File: src/hdl/lsa_pkg.sv
`timescale 1ns / 1ps
// ----------------------------------------------------------------------------
// lsa_pkg
// Shared types and constants of the lease slot allocator.
// ----------------------------------------------------------------------------
package lsa_pkg;

   localparam int MAX_SLOTS_DEF  = 16;
   localparam int TIME_W         = 31;
   localparam int WORD_W         = 2 * TIME_W + 1;
   localparam int CSR_W          = 5;
   localparam int SLOT_W         = 4;
   localparam int COUNT_W        = 5;
   localparam logic [CSR_W-1:0] ACTIVE_RESET = 5'd16;

   localparam logic CMD_ALLOC = 1'b0;
   localparam logic CMD_TICK  = 1'b1;

   localparam logic STATUS_OK   = 1'b0;
   localparam logic STATUS_FULL = 1'b1;

   typedef enum logic [2:0] {
      ST_CLEAR,
      ST_IDLE,
      ST_WALK,
      ST_DRAIN,
      ST_DONE
   } walk_state_type;

   typedef struct packed {
      logic               status;
      logic [SLOT_W-1:0]  slot_index;
      logic [COUNT_W-1:0] free_count;
      logic [COUNT_W-1:0] freed_count;
   } result_type;

endpackage

File: src/hdl/lsa_lease_mem.sv
`timescale 1ns / 1ps
// ----------------------------------------------------------------------------
// lsa_lease_mem
// Slot table memory: one write port, one read port, registered read data.
// ----------------------------------------------------------------------------
module lsa_lease_mem #(
   parameter int DEPTH = lsa_pkg::MAX_SLOTS_DEF,
   parameter int AW    = 4,
   parameter int WIDTH = lsa_pkg::WORD_W
) (
   input  logic             clock,
   input  logic             rd_en,
   input  logic [AW-1:0]    rd_addr,
   output logic [WIDTH-1:0] rd_data,
   input  logic             wr_en,
   input  logic [AW-1:0]    wr_addr,
   input  logic [WIDTH-1:0] wr_data
);

   logic [WIDTH-1:0] mem [DEPTH];
   logic [WIDTH-1:0] rd_data_ff;

   always_ff @(posedge clock) begin
      if (wr_en) begin
         mem[wr_addr] <= wr_data;
      end
      if (rd_en) begin
         rd_data_ff <= mem[rd_addr];
      end
   end

   assign rd_data = rd_data_ff;

endmodule

File: src/hdl/lsa_walker.sv
`timescale 1ns / 1ps
// ----------------------------------------------------------------------------
// lsa_walker
// Sequencer: clears the table after reset, then walks the active slots once
// per item, claiming or expiring leases and counting free slots.
// ----------------------------------------------------------------------------
module lsa_walker #(
   parameter int MAX_SLOTS = lsa_pkg::MAX_SLOTS_DEF,
   parameter int AW        = 4,
   parameter int CW        = 5
) (
   input  logic                       clock,
   input  logic                       reset,
   input  logic [CW-1:0]              live_slots,
   input  logic                       req_valid,
   output logic                       req_stall,
   input  logic                       req_command,
   input  logic [lsa_pkg::TIME_W-1:0] req_current_time,
   input  logic [lsa_pkg::TIME_W-1:0] req_lease_length,
   input  logic                       out_free,
   output logic                       done,
   output lsa_pkg::result_type        result,
   output logic                       rd_en,
   output logic [AW-1:0]              rd_addr,
   input  logic [lsa_pkg::WORD_W-1:0] rd_data,
   output logic                       wr_en,
   output logic [AW-1:0]              wr_addr,
   output logic [lsa_pkg::WORD_W-1:0] wr_data
);

   localparam int TW = lsa_pkg::TIME_W;

   lsa_pkg::walk_state_type state_ff, state_in;

   logic [CW-1:0] idx_ff, idx_in;
   logic          proc_valid_ff, proc_valid_in;
   logic [AW-1:0] proc_addr_ff, proc_addr_in;
   logic          found_ff, found_in;
   logic [AW-1:0] slot_ff, slot_in;
   logic [CW-1:0] free_ff, free_in;
   logic [CW-1:0] freed_ff, freed_in;
   logic          cmd_ff;
   logic [TW-1:0] now_ff;
   logic [TW-1:0] len_ff;

   logic          accept;
   logic          last_idx;
   logic          occ;
   logic [TW-1:0] start;
   logic [TW-1:0] length;
   logic [TW:0]   elapsed;
   logic          expired;
   logic          claim;
   logic          release_slot;
   logic          free_after;

   assign accept   = req_valid && !req_stall;
   assign last_idx = (idx_ff == live_slots - CW'(1));

   assign occ     = rd_data[lsa_pkg::WORD_W-1];
   assign start   = rd_data[2*TW-1:TW];
   assign length  = rd_data[TW-1:0];
   assign elapsed = {1'b0, now_ff} - {1'b0, start};
   assign expired = !elapsed[TW] && (elapsed[TW-1:0] >= length);

   assign claim        = proc_valid_ff && (cmd_ff == lsa_pkg::CMD_ALLOC) && !occ && !found_ff;
   assign release_slot = proc_valid_ff && (cmd_ff == lsa_pkg::CMD_TICK) && occ && expired;
   assign free_after   = (!occ && !claim) || release_slot;

   // next state
   always_comb begin
      state_in = state_ff;
      unique case (state_ff)
         lsa_pkg::ST_CLEAR: begin
            if (idx_ff == CW'(MAX_SLOTS - 1)) state_in = lsa_pkg::ST_IDLE;
         end
         lsa_pkg::ST_IDLE: begin
            if (accept) begin
               state_in = (live_slots == '0) ? lsa_pkg::ST_DONE : lsa_pkg::ST_WALK;
            end
         end
         lsa_pkg::ST_WALK: begin
            if (last_idx) state_in = lsa_pkg::ST_DRAIN;
         end
         lsa_pkg::ST_DRAIN: state_in = lsa_pkg::ST_DONE;
         lsa_pkg::ST_DONE: begin
            if (out_free) state_in = lsa_pkg::ST_IDLE;
         end
         default: state_in = lsa_pkg::ST_IDLE;
      endcase
   end

   // outputs and datapath
   always_comb begin
      req_stall     = (state_ff != lsa_pkg::ST_IDLE);
      done          = (state_ff == lsa_pkg::ST_DONE) && out_free;
      rd_en         = (state_ff == lsa_pkg::ST_WALK);
      rd_addr       = idx_ff[AW-1:0];
      wr_en         = claim || release_slot;
      wr_addr       = proc_addr_ff;
      wr_data       = claim ? {1'b1, now_ff, len_ff} : {1'b0, start, length};
      idx_in        = idx_ff;
      proc_valid_in = rd_en;
      proc_addr_in  = idx_ff[AW-1:0];
      found_in      = found_ff || claim;
      slot_in       = claim ? proc_addr_ff : slot_ff;
      free_in       = free_ff + CW'(proc_valid_ff && free_after);
      freed_in      = freed_ff + CW'(release_slot);

      unique case (state_ff)
         lsa_pkg::ST_CLEAR: begin
            wr_en   = 1'b1;
            wr_addr = idx_ff[AW-1:0];
            wr_data = '0;
            idx_in  = idx_ff + CW'(1);
         end
         lsa_pkg::ST_IDLE: begin
            idx_in   = '0;
            found_in = 1'b0;
            slot_in  = '0;
            free_in  = '0;
            freed_in = '0;
         end
         lsa_pkg::ST_WALK: idx_in = idx_ff + CW'(1);
         default: ;
      endcase

      result.status      = ((cmd_ff == lsa_pkg::CMD_ALLOC) && !found_ff) ?
                           lsa_pkg::STATUS_FULL : lsa_pkg::STATUS_OK;
      result.slot_index  = lsa_pkg::SLOT_W'(slot_ff);
      result.free_count  = lsa_pkg::COUNT_W'(free_ff);
      result.freed_count = lsa_pkg::COUNT_W'(freed_ff);
   end

   always_ff @(posedge clock) begin
      if (reset) begin
         state_ff      <= lsa_pkg::ST_CLEAR;
         idx_ff        <= '0;
         proc_valid_ff <= 1'b0;
         found_ff      <= 1'b0;
         slot_ff       <= '0;
         free_ff       <= '0;
         freed_ff      <= '0;
      end else begin
         state_ff      <= state_in;
         idx_ff        <= idx_in;
         proc_valid_ff <= proc_valid_in;
         found_ff      <= found_in;
         slot_ff       <= slot_in;
         free_ff       <= free_in;
         freed_ff      <= freed_in;
      end
   end

   always_ff @(posedge clock) begin
      proc_addr_ff <= proc_addr_in;
      if (accept) begin
         cmd_ff <= req_command;
         now_ff <= req_current_time;
         len_ff <= req_lease_length;
      end
   end

endmodule

File: src/hdl/lease_slot_allocator_unit.sv
`timescale 1ns / 1ps
// ----------------------------------------------------------------------------
// lease_slot_allocator_unit
// Lease slot table with allocate and tick-expire commands.
// ----------------------------------------------------------------------------
// Every item, allocate or tick, walks the active slots (at most MAX_SLOTS)
// once through the slot memory, one slot per cycle; the memory registers
// each slot's read data before the slot is processed, and with no active
// slot the walk is skipped. After reset a clearing pass writes every slot
// free, during which no item is taken; configuration writes are always
// taken. A finished result waits in an output register while the next item
// is accepted.
// ----------------------------------------------------------------------------
module lease_slot_allocator_unit #(
   parameter int MAX_SLOTS = lsa_pkg::MAX_SLOTS_DEF
) (
   input  logic                        clock,
   input  logic                        reset,
   input  logic                        csr_valid,
   output logic                        csr_ready,
   input  logic [lsa_pkg::CSR_W-1:0]   csr_active_slots,
   input  logic                        req_valid,
   output logic                        req_stall,
   input  logic                        req_command,
   input  logic [lsa_pkg::TIME_W-1:0]  req_current_time,
   input  logic [lsa_pkg::TIME_W-1:0]  req_lease_length,
   output logic                        rsp_valid,
   input  logic                        rsp_stall,
   output logic                        rsp_status,
   output logic [lsa_pkg::SLOT_W-1:0]  rsp_slot_index,
   output logic [lsa_pkg::COUNT_W-1:0] rsp_free_count,
   output logic [lsa_pkg::COUNT_W-1:0] rsp_freed_count
);

   localparam int AW = (MAX_SLOTS > 1) ? $clog2(MAX_SLOTS) : 1;
   localparam int CW = (AW + 1 > lsa_pkg::CSR_W) ? AW + 1 : lsa_pkg::CSR_W;

   logic [lsa_pkg::CSR_W-1:0] active_ff;
   logic [CW-1:0]             active_ext;
   logic [CW-1:0]             live_slots;

   logic                      rsp_valid_ff;
   lsa_pkg::result_type       rsp_ff;
   logic                      out_free;
   logic                      done;
   lsa_pkg::result_type       result;

   logic                       rd_en;
   logic [AW-1:0]              rd_addr;
   logic [lsa_pkg::WORD_W-1:0] rd_data;
   logic                       wr_en;
   logic [AW-1:0]              wr_addr;
   logic [lsa_pkg::WORD_W-1:0] wr_data;

   assign csr_ready  = 1'b1;
   assign active_ext = CW'(active_ff);
   assign live_slots = (active_ext > CW'(MAX_SLOTS)) ? CW'(MAX_SLOTS) : active_ext;

   always_ff @(posedge clock) begin
      if (reset) begin
         active_ff <= lsa_pkg::ACTIVE_RESET;
      end else if (csr_valid && csr_ready) begin
         active_ff <= csr_active_slots;
      end
   end

   lsa_walker #(
      .MAX_SLOTS (MAX_SLOTS),
      .AW        (AW),
      .CW        (CW)
   ) u_walker (
      .clock            (clock),
      .reset            (reset),
      .live_slots       (live_slots),
      .req_valid        (req_valid),
      .req_stall        (req_stall),
      .req_command      (req_command),
      .req_current_time (req_current_time),
      .req_lease_length (req_lease_length),
      .out_free         (out_free),
      .done             (done),
      .result           (result),
      .rd_en            (rd_en),
      .rd_addr          (rd_addr),
      .rd_data          (rd_data),
      .wr_en            (wr_en),
      .wr_addr          (wr_addr),
      .wr_data          (wr_data)
   );

   lsa_lease_mem #(
      .DEPTH (MAX_SLOTS),
      .AW    (AW),
      .WIDTH (lsa_pkg::WORD_W)
   ) u_mem (
      .clock   (clock),
      .rd_en   (rd_en),
      .rd_addr (rd_addr),
      .rd_data (rd_data),
      .wr_en   (wr_en),
      .wr_addr (wr_addr),
      .wr_data (wr_data)
   );

   // hold the result until taken
   assign out_free = !rsp_valid_ff || !rsp_stall;

   always_ff @(posedge clock) begin
      if (reset) begin
         rsp_valid_ff <= 1'b0;
      end else if (done) begin
         rsp_valid_ff <= 1'b1;
      end else if (!rsp_stall) begin
         rsp_valid_ff <= 1'b0;
      end
   end

   always_ff @(posedge clock) begin
      if (done) begin
         rsp_ff <= result;
      end
   end

   assign rsp_valid       = rsp_valid_ff;
   assign rsp_status      = rsp_ff.status;
   assign rsp_slot_index  = rsp_ff.slot_index;
   assign rsp_free_count  = rsp_ff.free_count;
   assign rsp_freed_count = rsp_ff.freed_count;

endmodule
File: config.mk
export PLATFORM = sky130hd
export DESIGN_NAME = lease_slot_allocator_unit
export DESIGN_NICKNAME = d
export VERILOG_FILES = /design/src/hdl/lsa_pkg.sv /design/src/hdl/lsa_lease_mem.sv /design/src/hdl/lsa_walker.sv /design/src/hdl/lease_slot_allocator_unit.sv
export SDC_FILE = /design/constraint.sdc
export NUM_CORES = 1
export LEC_CHECK = 0
export ABC_AREA = 1
export BUFFER_PORTS_ARGS = -buffer_cell sky130_fd_sc_hd__buf_4
export CAP_MARGIN = 20
export CORE_UTILIZATION = 56
export CTS_CLUSTER_SIZE = 10
export DETAILED_ROUTE_END_ITERATION = 7
export PLACE_DENSITY = 0.73
export SLEW_MARGIN = 20
export SYNTH_ARGS = -nofsm -noshare
export SYNTH_HDL_FRONTEND = slang
export SYNTH_SLANG_ARGS = --single-unit
File: constraint.sdc
create_clock -name clock -period 6.9 [get_ports clock]
set_input_delay 0 -clock clock [delete_from_list [all_inputs] [get_ports clock]]
set_output_delay 0 -clock clock [all_outputs]
set_load 0.05 [all_outputs]
# Word-level counts from Yosys, hierarchy flattened
# Memory sizes are Yosys's and may differ from the RTL's. A register that Yosys moved wholly into a read port is not among the register bits.
# Cells that the tools add are included.
# W data, S select, Z words.
[op_classes]
n_addsub = 5
magnitude_cmp = 2
eq_ne = 12
mux = 17
n_bitwise = 1
reduce_logical = 29
[op_table]
columns = ["operator", "n"]
rows = [
  ["$mux W63", 2],
  ["$sub A31 B31 Y32", 1],
  ["$ge A31 B31 Y1", 1],
  ["$mux W3", 5],
  ["$pmux W3 S5", 1],
  ["$logic_and A1 B1 Y1", 12],
  ["$add A5 B1 Y5", 2],
  ["$ne A2 B1 Y1 const B", 5],
  ["$pmux W5 S2", 1],
  ["$logic_not A1 Y1", 7],
  ["$eq A3 B2 Y1 const B", 2],
  ["$mux W1", 6],
  ["$add A5 B1 Y5 const B", 1],
  ["$eq A5 B4 Y1 const B", 1],
  ["$eq A5 B5 Y1", 1],
  ["$gt A5 B5 Y1 const B", 1],
  ["$logic_not A5 Y1", 1],
  ["$mux W5", 1],
  ["$sub A5 B1 Y5 const B", 1],
  ["$logic_or A1 B1 Y1", 4],
  ["$mux W4", 1],
  ["$reduce_and A4 Y1", 1],
  ["$reduce_or A2 Y1", 2],
  ["$eq A3 B1 Y1 const B", 1],
  ["5 further kinds", 5],
]
[totals]
reg_bits = 112
mem_bits_rw = 1008
output_inout_bits = 18
elab_cells = 84
mem_count = 1
[mem_list]
columns = ["memory", "words", "word_bits", "rd", "rd_clocked_by_memory_dff", "wr", "line", "text"]
rows = [
  ["u_mem.mem", 16, 63, 1, 1, 1, "lsa_lease_mem.sv:20", "logic [WIDTH-1:0] mem [DEPTH];"],
]

# Longest topological paths before layout
[logic_depth]
word_depth = 9
depth_mapped = 29
mapped_depth_nobuf = 28

# Cells and area by module
# Synthesis repeated with hierarchy kept, for this count alone.
[unflattened]
cells_unflattened = 5128
hier_area_um2 = 52680.5
[modules_own_cells]
columns = ["module", "n_inst", "cells_each", "area_per_inst_um2", "seq_area_each_um2"]
rows = [
  ["lsa_lease_mem", 1, 4143, 45072.0, 32160.8],
  ["lsa_walker", 1, 930, 6896.6, 2452.4],
  ["lease_slot_allocator_unit", 1, 55, 711.9, 570.5],
]

# Least setup slack after synthesis
# Ideal clock, no wire load.
[synth_timing]
path_type = "register -> register"
startpoint = "register u_mem.rd_data_ff[31] (netlist: u_mem.rd_data[31]), read port of u_mem.mem"
endpoint = "memory u_mem.mem[0][0] (netlist name), enable pin"
t_arrival_ns = 5.909
required_ns = 6.395
path_slack_ns = 0.486
path_stages_with_launch = 18
path_buffers = 0
path_cell_list = "edfxtp_1 -> ha_1 -> fa_1 -> nor3_1 -> nor2_1 -> o21ai_1 -> nand3_1 -> nand3_1 -> nand2_1 -> ha_1 -> nand2_1 -> nor2_1 -> nor3b_2 -> nor2b_1 -> nand2_1 -> nand3_1 -> nand3_4 -> a21oi_1"
[synth_between]
elab_chain_len = 8
word_cells_on_any_way = 9
cone_classes = "add/sub (1); order compare (1); mux (3); reduce/logical (4)"
[synth_rtl]
columns = ["item", "line", "text"]
rows = [
  ["start, declared", "lsa_lease_mem.sv:21", "logic [WIDTH-1:0] rd_data_ff;"],
  ["$sub A31 B31 Y32 (*)", "lsa_walker.sv:63", "assign elapsed = {1'b0, now_ff} - {1'b0, start};"],
  ["$ge A31 B31 Y1 / $logic_not A1 Y1 (equally long branches)", "lsa_walker.sv:64", "assign expired = !elapsed[TW] && (elapsed[TW-1:0] >= length);"],
  ["$logic_and A1 B1 Y1 (*)", "lsa_walker.sv:64", ""],
  ["$logic_and A1 B1 Y1 (*)", "lsa_walker.sv:67", "assign release_slot = proc_valid_ff && (cmd_ff == lsa_pkg::CMD_TICK) && occ && expired;"],
  ["$logic_or A1 B1 Y1 (*)", "lsa_walker.sv:99", "wr_en = claim || release_slot;"],
  ["$mux W1 (*)", "lsa_walker.sv:110", "unique case (state_ff)"],
  ["$mux W1 (*)", "lsa_lease_mem.sv:24", "if (wr_en) begin"],
  ["$mux W1 (not written as such) (*)", "lsa_lease_mem.sv:25", "mem[wr_addr] <= wr_data;"],
  ["end, declared", "lsa_lease_mem.sv:20", ""],
]
# Every way passes the cells marked *; elsewhere a longest branch is shown, timed or not.

# Worst setup path after layout
[layout_timing]
startpoint = "register u_mem.rd_data_ff[31] (netlist: u_mem.rd_data[31]), read port of u_mem.mem"
endpoint = "memory u_mem.mem[7][56] (netlist name), enable pin"
# The elaborated chain is that of the path after synthesis.

==> metrics.md <==
| Metric | Value |
|---|---|
| CP Launch Type | flop |
| Netlist cell types | 51 |
| Max Slew Vio Count | 0 |
| IO Pins | 91 |
| Max H-tree Level | 4 |
| Combinational share of power | 30.4% |
| Site Rows | about 110 |
| Top FF cell, synth | edfxtp_1 |
| Slew of the pin with the lowest slew margin | around 1.3 ns |
| Fin worst setup slack | 1.61 ns |
| # port buffers | just under 90 |
| Synthesized Nets | around 3.7k |
| Switching portion of total power | a little over a third |
| Core area | 85,500 µm² |
| Minimum clock period | about 5.3 ns |
| Fin crit share | 76.7% |
| TritonCTS Buffers | 137 |
| Fin Clk Skew | about 0.038 ns |
| CP Max Fanout | 22 |
| Power per cell area | 459 nW/µm² |
| Overall Global Routing Usage | 27.6% |
| Share of cells above drive strength 1 | between 10% and 20% |
| Via-to-Cell Ratio | ~6.1 |
| Die width | approximately 300 µm |
| Clock tree buffer depth | 3 |
| Status | complete, no violations |
| Die extent in y | between 200 and 300 µm |
| CTS tree | yes |
| HP Class | in2reg |
| Initial DRC count | approximately 3.7k |
| Largest net degree at the start of global routing | between 200 and 250 |
| Fmax | between 150 and 200 MHz |
| Setup Viol. Count Final | 0 |
| Post-synth ARST share | 0% |
| DR WL/cell | between 20 and 25 µm |
| Worst path arrival time | ~5.7 ns |
| Internal | about 17 mW |
| Leak | 19.2 nW |
| Wirelength, routed | approximately 120,000 µm |
| Final hold vios | 0 |
| Setup TNS Final | 0 ns |
| Setup WS pre-CTS | 1.71 ns |
| Post-DP HPWL | 64,800 µm |
| WP data required | 7.29 ns |
| Global route overflow | 0 |
| Crit. End Element | flop |
| Initial antenna violation count | 5 |
| Syn avg cell area | roughly 14 µm² |
| Worst-skew pair later-pin latency | ~0.76 ns |
| Synth Instances | about 3.6k |
| Post-CTS Resized | 0 |
| Layout area overhead | 15.2% |
| CTS Root Cell | clkbuf_16 |
| Reg power frac | about 45% |
| RSZ-0062 raised after global routing | false |
| Hold Slack | about 0.018 ns |
| Synthesis Warnings | 0 |
| Mapped cell area | between 40,000 and 50,000 µm² |
| Die area | between 80,000 and 90,000 µm² |
| DP Area | 50,800 µm² |
| Commonest cells after routing, fill and taps aside | edfxtp_1 (1,149), nor2_1 (478), o21ai_0 (347), nand2_1 (335), buf_4 (185) |
| Most common cell after layout, fill and taps aside | edfxtp_1 |
| Worst-path clk slew | 0.06 ns |
| Post-synth EDFFs | around 1.1k |
| Psw | 8.92 mW |
| Starting density of the core | a little under three fifths |
| Total Power | approximately 26 mW |
| Vias in the first global route | about 30k |
| First-pass GRT wire length | between 150,000 and 200,000 µm |
| Post-route cell area | between 50,000 and 60,000 µm² |
| Detailed-route DRC error count | 0 |
| Layout Nets | around 4.0k |
| Antenna-violating nets left | 0 |
| Sequential-to-total area share from yosys stat | between 70% and 80% |
| CP Class | reg2reg |
| Max-Cap Viols | 0 |
| Sink Count | approximately 1.2k |
| Part of the power in the clock network | roughly a quarter |
| Drt first pass iters | 6 |
| Rel. slew slack | between 10% and 20% |
| Flops & latches, synth | approximately 1.2k |
| VDD IR max | 670 µV |
| Total number of vias | about 31k |
| Placer Congestion | 0.977 |
layout make-up:
type | instances | area (µm²)
Sequential cell | 1183 | 35200
Fill cell | 5808 | 29600
Multi-Input combinational cell | 2023 | 12000
Clock buffer | 156 | 3520
Timing Repair Buffer | 325 | 2870
Tap cell | 1144 | 1430
Inverter | 165 | 629
Clock inverter | 19 | 310
Antenna cell | 3 | 7.51
worst paths after layout:
path / cells past startpoint / startpoint / slack, ns / endpoint
max: 18 / u_mem.rd_data[31] / 1.61 / u_mem.mem[7][56]
min: 2 / req_lease_length[15] / 0.02 / u_walker.len_ff[15]
max reg2reg: 18 / u_mem.rd_data[31] / 1.61 / u_mem.mem[7][56]
min reg2reg: 0 / u_walker.free_ff[0] / 0.44 / rsp_free_count[0]
cells by family after synthesis:
logic type      Yosys count  share of synthesized area (%)
compound gates          768                           10.2
fa+ha+maj                70                           1.82
xor+xnor                 24                          0.432
flops                  1183                           72.4
other cells               1                        0.00771
mux                     181                           3.73
buf+inv                 372                           3.27
simple gates            979                           8.18
Yosys cell counts (7+ instances only):
cell type,number,area [µm²]
o21bai_1,7,52.6
dfxtp_1,34,681
o21ai_0,352,1760
mux2i_1,181,1810
buf_1,10,37.5
buf_2,54,270
nor3_1,33,165
o32ai_1,49,429
xor2_1,16,140
o221ai_1,181,1590
inv_1,158,593
a21oi_2,9,78.8
nor2_1,481,1810
edfxtp_1,1149,34500
nand3_1,91,455
o211ai_1,51,383
o21ai_1,7,35.0
buf_4,28,210
a21oi_1,72,360
clkbuf_1,112,420
nand2_2,8,50.1
ha_1,69,863
xnor2_1,8,70.1
o22ai_1,24,150
nand4_1,11,68.8
nand2_1,335,1260
critical path: stages (launching register included):
cell	delay, ns
edfxtp_1	0.39
ha_1	0.24
fa_1	0.45
nor3_1	0.33
nor2_1	0.15
o21ai_1	0.27
nand3_1	0.14
nand3_1	0.12
nand2_1	0.07
ha_1	0.28
nand2_1	0.09
nor2_1	0.14
nor3b_2	0.23
nor2b_1	0.15
nand2_1	0.06
nand3_1	0.15
nand3_4	0.43
a21oi_4	0.74
buf_4	0.46
power by group through the flow:
stage | registers, mW | logic [mW] | clock network, mW
floorplan | 11.7 | 4.89 | 0
CTS | 11.5 | 7.74 | 6.42
global route | 11.7 | 8.44 | 6.68
finish | 11.5 | 7.81 | 6.34
detailed placement | 11.6 | 7.63 | 0
global placement | 11.6 | 7.49 | 0
stage by stage:
step	util [%]	std cells
global route	65.5	5016
global placement	59.4	4709
finish	65.5	5018
detailed placement	59.4	4709
floorplan	-	3578
CTS	65.4	5015
registers in the layout, indices dropped and copies added, names as in the netlist, 5 cells and up:
name               cells
active_ext             5
rsp_free_count         5
rsp_freed_count        5
u_mem.mem           1008
u_mem.rd_data         63
u_walker.free_ff       5
u_walker.freed_ff      5
u_walker.idx_ff        5
u_walker.len_ff       31
u_walker.now_ff       31
layer usage:
metal,vias to the layer above,routed length (µm),track usage (%)
li1,13882,-,-
met1,15268,50300,38.5
met2,1385,56700,43.4
met3,243,10300,5.60
met4,6,3630,9.84
met5,-,30,0
timing repair:
action	in CTS	in global routing
buffers inserted	0	0
hold buffers	131	0
hold endpoints to repair	99	0
Note: power is estimated with default switching activity, not from simulation.
